### src/wrm_pkg.sv
// Shared types, widths and constants of the windowed RMS meter.
package wrm_pkg;

  localparam int SAMPLE_BITS   = 12;
  localparam int SQ_BITS       = 2 * SAMPLE_BITS;
  localparam int SUM_BITS      = 40;
  localparam int CNT_BITS      = 8;
  localparam int DIVISOR_BITS  = CNT_BITS + 1;
  localparam int GAIN_BITS     = 16;
  localparam int RMS_BITS      = 17;
  localparam int FRAC_SHIFT    = 16;
  localparam int SRC_BITS      = SUM_BITS + FRAC_SHIFT;
  localparam int ROOT_BITS     = SRC_BITS / 2;
  localparam int SREM_BITS     = ROOT_BITS + 1;
  localparam int PROD_BITS     = ROOT_BITS + GAIN_BITS;
  localparam int OUT_SHIFT     = 20;
  localparam int STEP_BITS     = $clog2(SUM_BITS);
  localparam int CFG_IDX_BITS  = 2;
  localparam int CFG_DATA_BITS = 16;

  localparam logic [CFG_IDX_BITS-1:0] CFG_CENTER = 2'd0;
  localparam logic [CFG_IDX_BITS-1:0] CFG_FRAMES = 2'd1;
  localparam logic [CFG_IDX_BITS-1:0] CFG_GAIN   = 2'd2;

  localparam logic [SAMPLE_BITS-1:0] CENTER_RESET = 12'd2048;
  localparam logic [CNT_BITS-1:0]    FRAMES_RESET = 8'd100;
  localparam logic [GAIN_BITS-1:0]   GAIN_RESET   = 16'd1650;
  localparam logic [RMS_BITS-1:0]    RMS_MAX      = '1;

  typedef struct packed {
    logic [SAMPLE_BITS-1:0] sample;
    logic                   frame_end;
  } smp_word_t;

  typedef struct packed {
    logic [RMS_BITS-1:0] rms_value;
    logic                window_done;
  } res_word_t;

  typedef enum logic [3:0] {
    ST_IDLE,
    ST_SQR,
    ST_ADD,
    ST_DIV_LOAD,
    ST_DIV,
    ST_SQRT_LOAD,
    ST_SQRT,
    ST_MUL,
    ST_FIN,
    ST_OUT
  } state_t;

  typedef struct packed {
    logic take;
    logic square;
    logic add;
    logic div_load;
    logic div_step;
    logic sqrt_load;
    logic sqrt_step;
    logic mul;
    logic finish;
    logic out_load;
  } dp_cmd_t;

  typedef struct packed {
    logic frame_end;
    logic close;
    logic div_last;
    logic sqrt_last;
    logic out_free;
  } dp_stat_t;

endpackage

### src/wrm_ctrl.sv
// Sequencer of the windowed RMS meter: accumulate, divide, root, scale, emit.
module wrm_ctrl (
  input  logic              clk,
  input  logic              rst,
  input  logic              smp_valid,
  output logic              smp_ready,
  input  wrm_pkg::dp_stat_t stat,
  output wrm_pkg::dp_cmd_t  cmd
);

  wrm_pkg::state_t state, state_next;

  always_ff @(posedge clk) begin
    if (rst) begin
      state <= wrm_pkg::ST_IDLE;
    end else begin
      state <= state_next;
    end
  end

  always_comb begin
    state_next = state;
    case (state)
      wrm_pkg::ST_IDLE: begin
        if (smp_valid) state_next = wrm_pkg::ST_SQR;
      end
      wrm_pkg::ST_SQR: state_next = wrm_pkg::ST_ADD;
      wrm_pkg::ST_ADD: begin
        if (stat.close) begin
          state_next = wrm_pkg::ST_DIV_LOAD;
        end else if (stat.frame_end) begin
          state_next = wrm_pkg::ST_OUT;
        end else begin
          state_next = wrm_pkg::ST_IDLE;
        end
      end
      wrm_pkg::ST_DIV_LOAD: state_next = wrm_pkg::ST_DIV;
      wrm_pkg::ST_DIV: begin
        if (stat.div_last) state_next = wrm_pkg::ST_SQRT_LOAD;
      end
      wrm_pkg::ST_SQRT_LOAD: state_next = wrm_pkg::ST_SQRT;
      wrm_pkg::ST_SQRT: begin
        if (stat.sqrt_last) state_next = wrm_pkg::ST_MUL;
      end
      wrm_pkg::ST_MUL: state_next = wrm_pkg::ST_FIN;
      wrm_pkg::ST_FIN: state_next = wrm_pkg::ST_OUT;
      wrm_pkg::ST_OUT: begin
        if (stat.out_free) state_next = wrm_pkg::ST_IDLE;
      end
      default: state_next = wrm_pkg::ST_IDLE;
    endcase
  end

  always_comb begin
    cmd       = '0;
    smp_ready = 1'b0;
    case (state)
      wrm_pkg::ST_IDLE: begin
        smp_ready = 1'b1;
        cmd.take  = smp_valid;
      end
      wrm_pkg::ST_SQR:       cmd.square    = 1'b1;
      wrm_pkg::ST_ADD:       cmd.add       = 1'b1;
      wrm_pkg::ST_DIV_LOAD:  cmd.div_load  = 1'b1;
      wrm_pkg::ST_DIV:       cmd.div_step  = 1'b1;
      wrm_pkg::ST_SQRT_LOAD: cmd.sqrt_load = 1'b1;
      wrm_pkg::ST_SQRT:      cmd.sqrt_step = 1'b1;
      wrm_pkg::ST_MUL:       cmd.mul       = 1'b1;
      wrm_pkg::ST_FIN:       cmd.finish    = 1'b1;
      wrm_pkg::ST_OUT:       cmd.out_load  = stat.out_free;
      default: cmd = '0;
    endcase
  end

endmodule

### src/wrm_dp.sv
// Datapath of the windowed RMS meter: accumulator, divider, square root, scaler, output word.
module wrm_dp (
  input  logic                               clk,
  input  logic                               rst,
  input  wrm_pkg::smp_word_t                 smp_word,
  output wrm_pkg::res_word_t                 res_word,
  output logic                               res_valid,
  input  logic                               res_ready,
  input  logic                               cfg_we,
  input  logic [wrm_pkg::CFG_IDX_BITS-1:0]   cfg_index,
  input  logic [wrm_pkg::CFG_DATA_BITS-1:0]  cfg_data,
  input  wrm_pkg::dp_cmd_t                   cmd,
  output wrm_pkg::dp_stat_t                  stat
);

  logic [wrm_pkg::SAMPLE_BITS-1:0]  center;
  logic [wrm_pkg::CNT_BITS-1:0]     frames;
  logic [wrm_pkg::GAIN_BITS-1:0]    gain;

  logic [wrm_pkg::SAMPLE_BITS-1:0]  smp;
  logic                             fend;
  logic [wrm_pkg::SQ_BITS-1:0]      sq;
  logic [wrm_pkg::SUM_BITS-1:0]     sum;
  logic [wrm_pkg::CNT_BITS-1:0]     count;
  logic                             closed;
  logic [wrm_pkg::RMS_BITS-1:0]     held;

  logic [wrm_pkg::DIVISOR_BITS-1:0] divisor;
  logic [wrm_pkg::DIVISOR_BITS-1:0] div_rem;
  logic [wrm_pkg::SUM_BITS-1:0]     quo;
  logic [wrm_pkg::SRC_BITS-1:0]     src;
  logic [wrm_pkg::SREM_BITS-1:0]    sq_rem;
  logic [wrm_pkg::ROOT_BITS-1:0]    root;
  logic [wrm_pkg::PROD_BITS-1:0]    prod;
  logic [wrm_pkg::STEP_BITS-1:0]    step;

  logic [wrm_pkg::SAMPLE_BITS-1:0]  mag;
  logic [wrm_pkg::SUM_BITS:0]       sum_wide;
  logic [wrm_pkg::CNT_BITS-1:0]     count_inc;
  logic [wrm_pkg::DIVISOR_BITS:0]   div_trial;
  logic                             div_ge;
  logic [wrm_pkg::SREM_BITS+1:0]    sq_trial;
  logic [wrm_pkg::SREM_BITS+1:0]    sq_test;
  logic                             sq_ge;
  logic [wrm_pkg::PROD_BITS-wrm_pkg::OUT_SHIFT-1:0] scaled;

  assign mag       = (smp >= center) ? (smp - center) : (center - smp);
  assign sum_wide  = {1'b0, sum} + (wrm_pkg::SUM_BITS+1)'(sq);
  assign count_inc = count + 1'b1;
  assign div_trial = {div_rem, quo[wrm_pkg::SUM_BITS-1]};
  assign div_ge    = div_trial >= {1'b0, divisor};
  assign sq_trial  = {sq_rem, src[wrm_pkg::SRC_BITS-1 -: 2]};
  assign sq_test   = (wrm_pkg::SREM_BITS+2)'({root, 2'b01});
  assign sq_ge     = sq_trial >= sq_test;
  assign scaled    = prod[wrm_pkg::PROD_BITS-1:wrm_pkg::OUT_SHIFT];

  assign stat.frame_end = fend;
  assign stat.close     = fend && (count_inc == frames);
  assign stat.div_last  = step == wrm_pkg::STEP_BITS'(wrm_pkg::SUM_BITS - 1);
  assign stat.sqrt_last = step == wrm_pkg::STEP_BITS'(wrm_pkg::ROOT_BITS - 1);
  assign stat.out_free  = !res_valid || res_ready;

  always_ff @(posedge clk) begin
    if (rst) begin
      center <= wrm_pkg::CENTER_RESET;
      frames <= wrm_pkg::FRAMES_RESET;
      gain   <= wrm_pkg::GAIN_RESET;
    end else if (cfg_we) begin
      case (cfg_index)
        wrm_pkg::CFG_CENTER: center <= cfg_data[wrm_pkg::SAMPLE_BITS-1:0];
        wrm_pkg::CFG_FRAMES: frames <= cfg_data[wrm_pkg::CNT_BITS-1:0];
        wrm_pkg::CFG_GAIN:   gain   <= cfg_data[wrm_pkg::GAIN_BITS-1:0];
        default: ;
      endcase
    end
  end

  always_ff @(posedge clk) begin
    if (rst) begin
      sum       <= '0;
      count     <= '0;
      held      <= '0;
      res_valid <= 1'b0;
    end else begin
      if (cmd.add) begin
        sum <= sum_wide[wrm_pkg::SUM_BITS] ? '1 : sum_wide[wrm_pkg::SUM_BITS-1:0];
        if (fend) count <= count_inc;
      end
      if (cmd.finish) begin
        held  <= (|scaled[$high(scaled):wrm_pkg::RMS_BITS]) ? wrm_pkg::RMS_MAX
                 : scaled[wrm_pkg::RMS_BITS-1:0];
        sum   <= '0;
        count <= '0;
      end
      if (cmd.out_load) begin
        res_valid <= 1'b1;
      end else if (res_ready) begin
        res_valid <= 1'b0;
      end
    end
  end

  always_ff @(posedge clk) begin
    if (cmd.take) begin
      smp  <= smp_word.sample;
      fend <= smp_word.frame_end;
    end
    if (cmd.square) sq <= mag * mag;
    if (cmd.add) closed <= stat.close;
    if (cmd.div_load) begin
      divisor <= (count == '0) ? {1'b1, count} : {1'b0, count};
      div_rem <= '0;
      quo     <= sum;
      step    <= '0;
    end
    if (cmd.div_step) begin
      div_rem <= div_ge ? wrm_pkg::DIVISOR_BITS'(div_trial - {1'b0, divisor})
                        : div_trial[wrm_pkg::DIVISOR_BITS-1:0];
      quo     <= {quo[wrm_pkg::SUM_BITS-2:0], div_ge};
      step    <= step + 1'b1;
    end
    if (cmd.sqrt_load) begin
      src    <= {quo, wrm_pkg::FRAC_SHIFT'(0)};
      sq_rem <= '0;
      root   <= '0;
      step   <= '0;
    end
    if (cmd.sqrt_step) begin
      sq_rem <= sq_ge ? wrm_pkg::SREM_BITS'(sq_trial - sq_test)
                      : sq_trial[wrm_pkg::SREM_BITS-1:0];
      root   <= {root[wrm_pkg::ROOT_BITS-2:0], sq_ge};
      src    <= {src[wrm_pkg::SRC_BITS-3:0], 2'b00};
      step   <= step + 1'b1;
    end
    if (cmd.mul) prod <= wrm_pkg::PROD_BITS'(root) * wrm_pkg::PROD_BITS'(gain);
    if (cmd.out_load) begin
      res_word.rms_value   <= held;
      res_word.window_done <= closed;
    end
  end

endmodule

### src/windowed_rms_meter.sv
// Sample word: accepted in idle, then squared and added before the next word is taken.
// Frame-end word without window close: squared and added, then the result is registered in output.
// Window close: a restoring divide, a bit-wise square root and the load, multiply, saturate and
// output steps follow the add before the next word is taken; the divide loop is the longest.
// A stalled result word holds the meter in output. Synchronous active-high reset clears the
// accumulator, frame count, held value and output valid flag and restores register defaults.
module windowed_rms_meter (
  input  logic                               clk,
  input  logic                               rst,
  input  logic                               smp_valid,
  output logic                               smp_ready,
  input  wrm_pkg::smp_word_t                 smp_word,
  output logic                               res_valid,
  input  logic                               res_ready,
  output wrm_pkg::res_word_t                 res_word,
  input  logic                               cfg_we,
  input  logic [wrm_pkg::CFG_IDX_BITS-1:0]   cfg_index,
  input  logic [wrm_pkg::CFG_DATA_BITS-1:0]  cfg_data
);

  wrm_pkg::dp_cmd_t  cmd;
  wrm_pkg::dp_stat_t stat;

  wrm_ctrl u_ctrl (
    .clk       (clk),
    .rst       (rst),
    .smp_valid (smp_valid),
    .smp_ready (smp_ready),
    .stat      (stat),
    .cmd       (cmd)
  );

  wrm_dp u_dp (
    .clk       (clk),
    .rst       (rst),
    .smp_word  (smp_word),
    .res_word  (res_word),
    .res_valid (res_valid),
    .res_ready (res_ready),
    .cfg_we    (cfg_we),
    .cfg_index (cfg_index),
    .cfg_data  (cfg_data),
    .cmd       (cmd),
    .stat      (stat)
  );

endmodule

### config.mk
export PLATFORM = sky130hd
export DESIGN_NAME = windowed_rms_meter
export DESIGN_NICKNAME = d
export VERILOG_FILES = /design/src/wrm_pkg.sv /design/src/wrm_ctrl.sv /design/src/wrm_dp.sv /design/src/windowed_rms_meter.sv
export SDC_FILE = /design/constraint.sdc
export NUM_CORES = 2
export LEC_CHECK = 0
export BUFFER_PORTS_ARGS = -buffer_cell sky130_fd_sc_hd__buf_2
export CORE_MARGIN = 4
export CORE_UTILIZATION = 45
export CTS_CLUSTER_SIZE = 24
export DETAILED_ROUTE_END_ITERATION = 7
export PLACE_DENSITY = 0.71
export SLEW_MARGIN = 20
export SYNTH_ARGS = -nofsm -noshare
export SYNTH_HDL_FRONTEND = slang
export SYNTH_HIERARCHICAL = 1
export SYNTH_SLANG_ARGS = --single-unit
### constraint.sdc
create_clock -name clk -period 9.9 [get_ports clk]
set_clock_uncertainty 0.2 [all_clocks]
set_input_delay 1.98 -clock clk [delete_from_list [all_inputs] [get_ports clk]]
set_output_delay 1.98 -clock clk [all_outputs]
set_load 0.05 [all_outputs]
=== After elaboration in Yosys (flattened, before gate mapping) ===
Index checks and enable logic that the tools add are counted.

* Output and inout port bits: 20
* Word-level logic and storage cells: 110
* Input bits: 36
* Register bits: 367

* Add/sub/neg operators: 7
* Reduce and logical (&&, ||, !) cells: 17
* Multiply operators: 2
* Muxes and demuxes: 40
* Order comparisons: 3
* Equality and inequality tests: 18

{| class="wikitable"
|+ Operators by type and width
! kind !! count
|-
| $mux W40 || 3
|-
| $mux W56 || 2
|-
| $mux W29 || 3
|-
| $mux W28 || 2
|-
| $mul A28 B16 Y44 || 1
|-
| $add A40 B24 Y41 || 1
|-
| $pmux W4 S10 || 1
|-
| $mux W9 || 4
|-
| $ge A31 B30 Y1 || 1
|-
| $sub A29 B29 Y29 || 1
|-
| $mul A12 B12 Y24 || 1
|-
| $mux W4 || 6
|-
| $mux W6 || 4
|-
| $sub A12 B12 Y12 || 2
|-
| $mux W17 || 1
|-
| $eq A4 B3 Y1 const B || 4
|-
| $mux W1 || 13
|-
| $ge A12 B12 Y1 || 1
|-
| $mux W12 || 1
|-
| $ge A10 B9 Y1 || 1
|-
| $sub A9 B9 Y9 || 1
|-
| $add A8 B1 Y8 const B || 1
|-
| $eq A4 B2 Y1 const B || 2
|-
| $eq A4 B4 Y1 const B || 2
|-
| other kinds (21) || 28
|}

=== Depth between registers and ports, before layout ===
* Depth in word-level cells: 6
* Depth in mapped cells: 32
* Depth with buffers taken out: 31

=== By module ===
The synthesis kept the hierarchy.

{| class="wikitable"
|+ Modules (own cells, without submodules)
! module !! times used !! cells an instance !! area each (um^2) !! seq. area each (um^2)
|-
| wrm_dp || 1 || 3527 || 34199.0 || 9248.9
|-
| wrm_ctrl || 1 || 43 || 332.8 || 80.1
|}

=== Worst setup path before layout ===
Ideal clock, no wire load.

* Path type: reg-to-reg
* Start point: register u_dp/smp[0] (netlist name)
* End point: register u_dp/sq[20] (netlist name), data pin
* Required time: 9.439 ns
* Period minus slack after synthesis: 7.719 ns
* Arrival: 7.258 ns
* Path buffers: 2
* Cell stages (with the launch flop): 32
* Library setup time: 0.261 ns
* Slack: 2.181 ns
* Cell sequence: edfxtp_1 -> inv_1 -> ha_1 -> inv_1 -> fa_1 -> nand3_1 -> a311oi_2 -> a211o_2 -> nand2_1 -> buf_2 -> mux2_1 -> a31oi_1 -> o22ai_1 -> xnor2_1 -> buf_2 -> nor2_1 -> fa_1 -> fa_1 -> inv_1 -> fa_1 -> inv_1 -> fa_1 -> inv_1 -> fa_1 -> inv_1 -> ha_1 -> or2_2 -> a21oi_1 -> a211oi_1 -> o41ai_1 -> a21oi_1 -> a311o_1

* Word-level cells in the longest chain between the ends: 3
* Elaborated cells on any way between the ends: 5
* Those cells by class: 2 x add/sub; 1 x mul; 1 x order compare; 1 x mux

{| class="wikitable"
|+ Ends and longest elaborated chain
! item !! line !! RTL
|-
| start: declaration || wrm_dp.sv:20 || <nowiki>logic [wrm_pkg::SAMPLE_BITS-1:0] smp;</nowiki>
|-
| start signal: assignment || wrm_dp.sv:105 || <nowiki>smp <= smp_word.sample;</nowiki>
|-
| $sub A12 B12 Y12 / $ge A12 B12 Y1 (equally long branches) || wrm_dp.sv:47 || <nowiki>assign mag = (smp >= center) ? (smp - center) : (center - smp);</nowiki>
|-
| $mux W12 * || wrm_dp.sv:47 ||
|-
| $mul A12 B12 Y24 * || wrm_dp.sv:108 || <nowiki>if (cmd.square) sq <= mag * mag;</nowiki>
|-
| end signal: assignment || wrm_dp.sv:108 ||
|-
| end: declaration || wrm_dp.sv:22 || <nowiki>logic [wrm_pkg::SQ_BITS-1:0] sq;</nowiki>
|}

Every way passes the cells marked *; elsewhere a longest branch is shown, timed or not.
A chain may end at the register's enable or synchronous reset.

=== Worst setup path in the final report ===
Same ends and word-level chain as after synthesis.

==> metrics.md <==
| Metric | Value |
|---|---|
| # diodes | `0` |
| Die X | `285 um` |
| Status | `complete, no violations` |
| Main combinational cell family by area after synthesis | `adder cells` |
| Post-Synth XOR/XNOR Area | `0.0284` |
| First-pass GRT wire length | `131000 um` |
| Total setup buffers inserted after CTS | `0` |
| Hold Crit Class | `reg2reg` |
| Chip height | `285 um` |
| Core Util, Final | `0.487` |
| Post-synthesis net count | `4307` |
| Syn Area/Cell | `9.67 um2` |
| Main area contributors after synthesis | `fa_1 (26%), edfxtp_1 (21%), ha_1 (9.4%)` |
| Mapped Area | `34500 um2` |
| Clk slew on worst S/H paths | `0.07 ns` |
| DRC violations left | `0` |
| CTS tree | `yes` |
| Share of cells above drive strength 1 | `0.0808` |
| Initial core utilization | `0.455` |
| Initial antenna violation count | `0` |
| GRT Residual Overflow | `0` |
| Tmin final | `8.52 ns` |
| Syn Inst Count | `3570` |
| Crit path capture | `u_dp/sq[20]$_DFFE_PP_` |
| Sequential share of the synthesized area | `0.270` |
| Clock Path Buffers | `3` |
| Area growth syn-to-layout | `7.21%` |
| Vias/cell | `5.33` |
| Post-synth top flop | `edfxtp_1` |
| CP max FO | `13` |
| Fraction of the mapped netlist area in compound gates | `0.0882` |
| CTS Sinks | `346` |
| Post-synthesis simple-gate area fraction | `0.147` |
| Via total after detailed routing | `24492` |
| Setup crit end kind | `flip-flop` |
| Yosys synthesis warning count | `6` |
| Die area | `81200 um2` |
| Seq. cell area | `9330 um2` |
| Setup tns final | `0 ns` |
| Post-route insts no fill | `4595` |
| Tot GR Track Use | `0.196` |
| Latest clock arrival within the worst-skew pair | `0.58 ns` |
| Net count, final | `4272` |
| Slowest cell delay on critical path | `0.57 ns` |
| CTS resizes | `0` |
| Crit path top cell by count | `inv_1` |
| Crit-path slowest cell | `o41ai_1` |
| Io pins | `56` |
| Worst R2R Path Depth | `31` |
| Hold buffers post-CTS | `0` |
| Number of enable flip-flop cells after synthesis | `240` |
| Final worst-path cycle share | `0.861` |
| Multi-input logic area | `22400 um2` |
| Fmax achieved | `117 MHz` |
| CP Launch Type | `flip-flop` |
| Pwr Density | `368 nW/um2` |
| Synth top area share | `0.256` |
| Hold Violations, Final | `0` |
| Mux cell area share after synthesis | `0.0330` |
| Root buffer cell | `clkbuf_16` |
| Largest net degree at the start of global routing | `82` |
| Crit path kind | `reg2reg` |
| Leakage | `16.9 nW` |
| Fill count | `6966` |
| Std-Cell Rows | `101` |
| FF-to-FF End | `u_dp/sq[20]$_DFFE_PP_` |
| Critical R2R Launch | `u_dp/smp[0]$_DFFE_PP_` |
| Measured slew at the worst slew-check pin | `1.10 ns` |
| # placed instances | `4525` |
| Synth cell types | `89` |
| R2r setup slk | `1.38 ns` |
| Final Routed Wirelength | `77400 um` |
| FF+latch count, synth | `346` |
| Port Buffers | `55` |
| Wire per inst | `16.8 um` |
| Number of global-route vias before repair | `25685` |
| Leading area contributor after synthesis | `fa_1` |
| H-tree depth | `2` |
| Worst endpoint required time | `10.00 ns` |
| Synth Area in Adders | `0.350` |
| Arr. time, crit path | `8.63 ns` |
| Fin. max-slew vios | `0` |
| First-pass detailed-route iteration total | `6` |
| Cts bufs inserted | `38` |
| Gpl congestion | `0.892` |
| Slew HR | `0.261` |
| Maximum vdd ir drop | `886 uV` |
| Final Setup Violations | `0` |
| Start point of the critical path | `u_dp/smp[0]$_DFFE_PP_` |
| Ys async rst share | `0` |
| DR iter-0 viols | `1511` |
| Core ar. | `75900 um2` |
| WHS Path Cells | `0` |
| Maxcap violations | `0` |
| Unrepaired setup endpoints after global routing | `false` |
| Hpwl dp | `57800 um` |
| Antenna-violating nets left | `0` |
cell usage in the layout, fill, tap and decap left out, types with 43 or more instances in the layout:
| cell | n |
|---|---|
| inv_1 | 583 |
| nand2_1 | 478 |
| fa_1 | 442 |
| ha_1 | 259 |
| edfxtp_1 | 240 |
| nor2_1 | 195 |
| a21oi_1 | 147 |
| and2_1 | 141 |
| dfxtp_1 | 106 |
| o21ai_0 | 81 |
| mux2_2 | 77 |
| xnor2_1 | 64 |
| buf_2 | 55 |
| nor3_1 | 54 |
| nand3_1 | 46 |
| xor2_1 | 46 |
| a21o_1 | 43 |
worst max-delay path: cells and delay by family (launching register included):
family,cells,cell delay (ns)
XOR/XNOR,1,0.13
multiplexers,1,0.38
flip-flops,1,0.39
AO/OA/AOI/OAI,9,2.23
buffers and inverters,8,0.59
AND/OR/NAND/NOR,4,1.02
adder cells (fa/ha/maj),8,3.34
worst min path at each step:
stage | startpoint | to | slack [ns]
final | u_dp/held[12]$_SDFFE_PP0P_ | u_dp/res_word[13]$_DFFE_PP_ | 0.21
after floorplan | u_dp/closed$_DFFE_PP_ | u_dp/res_word[0]$_DFFE_PP_ | 0.20
after CTS | u_dp/held[12]$_SDFFE_PP0P_ | u_dp/res_word[13]$_DFFE_PP_ | 0.21
after global routing | u_dp/closed$_DFFE_PP_ | u_dp/res_word[0]$_DFFE_PP_ | 0.24
after detailed placement | u_dp/closed$_DFFE_PP_ | u_dp/res_word[0]$_DFFE_PP_ | 0.21
after global placement | u_dp/closed$_DFFE_PP_ | u_dp/res_word[0]$_DFFE_PP_ | 0.20
metrics by stage:
stage	area [um2]	setup WS [ns]	power [W]	hold slack (ns)
finish	37000	1.38	0.0136	0.207
global route	37000	0.954	0.0153	0.237
CTS	37000	1.45	0.0138	0.209
detailed placement	35800	1.45	0.0123	0.210
global placement	35800	1.52	0.0120	0.201
floorplan	34500	2.18	0.0101	0.200
report_power, final:
group / switching, W / internal (W) / leakage, nW
Clock: 0.000622 / 0.000833 / 0.623
Sequential: 0.0000584 / 0.00215 / 3.01
Combinational: 0.00563 / 0.00433 / 13.3
Total: 0.00632 / 0.00732 / 16.9
metal layers:
metal / routed length [um] / vias up / track usage
li1: - / 11480 / -
met1: 34200 / 12235 / 0.263
met2: 36100 / 630 / 0.325
met3: 4490 / 147 / 0.0329
met4: 2650 / 0 / 0.0654
met5: 0 / - / 0
kinds of logic (layout without fill, tap and decap cells):
kind of cell / Yosys count / after routing
AO/OA/AOI/OAI: 461 / 461
flip-flops: 346 / 346
XOR/XNOR: 111 / 111
multiplexers: 104 / 104
AND/OR/NAND/NOR: 1091 / 1091
buffers and inverters: 756 / 751
adder cells (fa/ha/maj): 701 / 701
final cells by class:
type	count	area share
Inverter	590	0.0598
Sequential cell	346	0.252
Multi-Input combinational cell	2468	0.604
Timing Repair Buffer	91	0.0147
Clock buffer	46	0.0279
Tap cell	1030	0.0348
Clock inverter	24	0.00629
sequential cells by signal (all words and copies together), names as in the netlist, 16 cells and up:
| name | flops |
|---|---|
| u_dp/sq | 23 |
| u_dp/sq_rem | 29 |
| u_dp/root | 28 |
| u_dp/prod | 24 |
| u_dp/gain | 16 |
| u_dp/src | 40 |
| u_dp/res_word | 18 |
| u_dp/quo | 40 |
| u_dp/held | 17 |
| u_dp/sum | 40 |
Yosys cell counts (10+ instances only):
library cell and count:
inv_1 583, a211oi_1 18, or2_2 12, o21ai_0 81, or3_1 16, buf_2 12
nor2b_1 26, nor2_1 196, and2_1 141, and3_1 25, nand2_1 479, a21oi_1 147
xnor2_1 64, a21o_1 43, a31oi_1 20, nand3b_1 12, a21boi_0 18, a211o_1 10
dfxtp_1 106, nand4_1 19, o21bai_1 11, clkbuf_1 145, nor3_1 59, fa_1 442
nand2b_1 26, xor2_1 46, nand3_1 46, mux2_2 77, o21a_1 18, ha_1 259
edfxtp_1 240, mux2i_1 24
No activity file was read; power rests on OpenSTA's default activity.
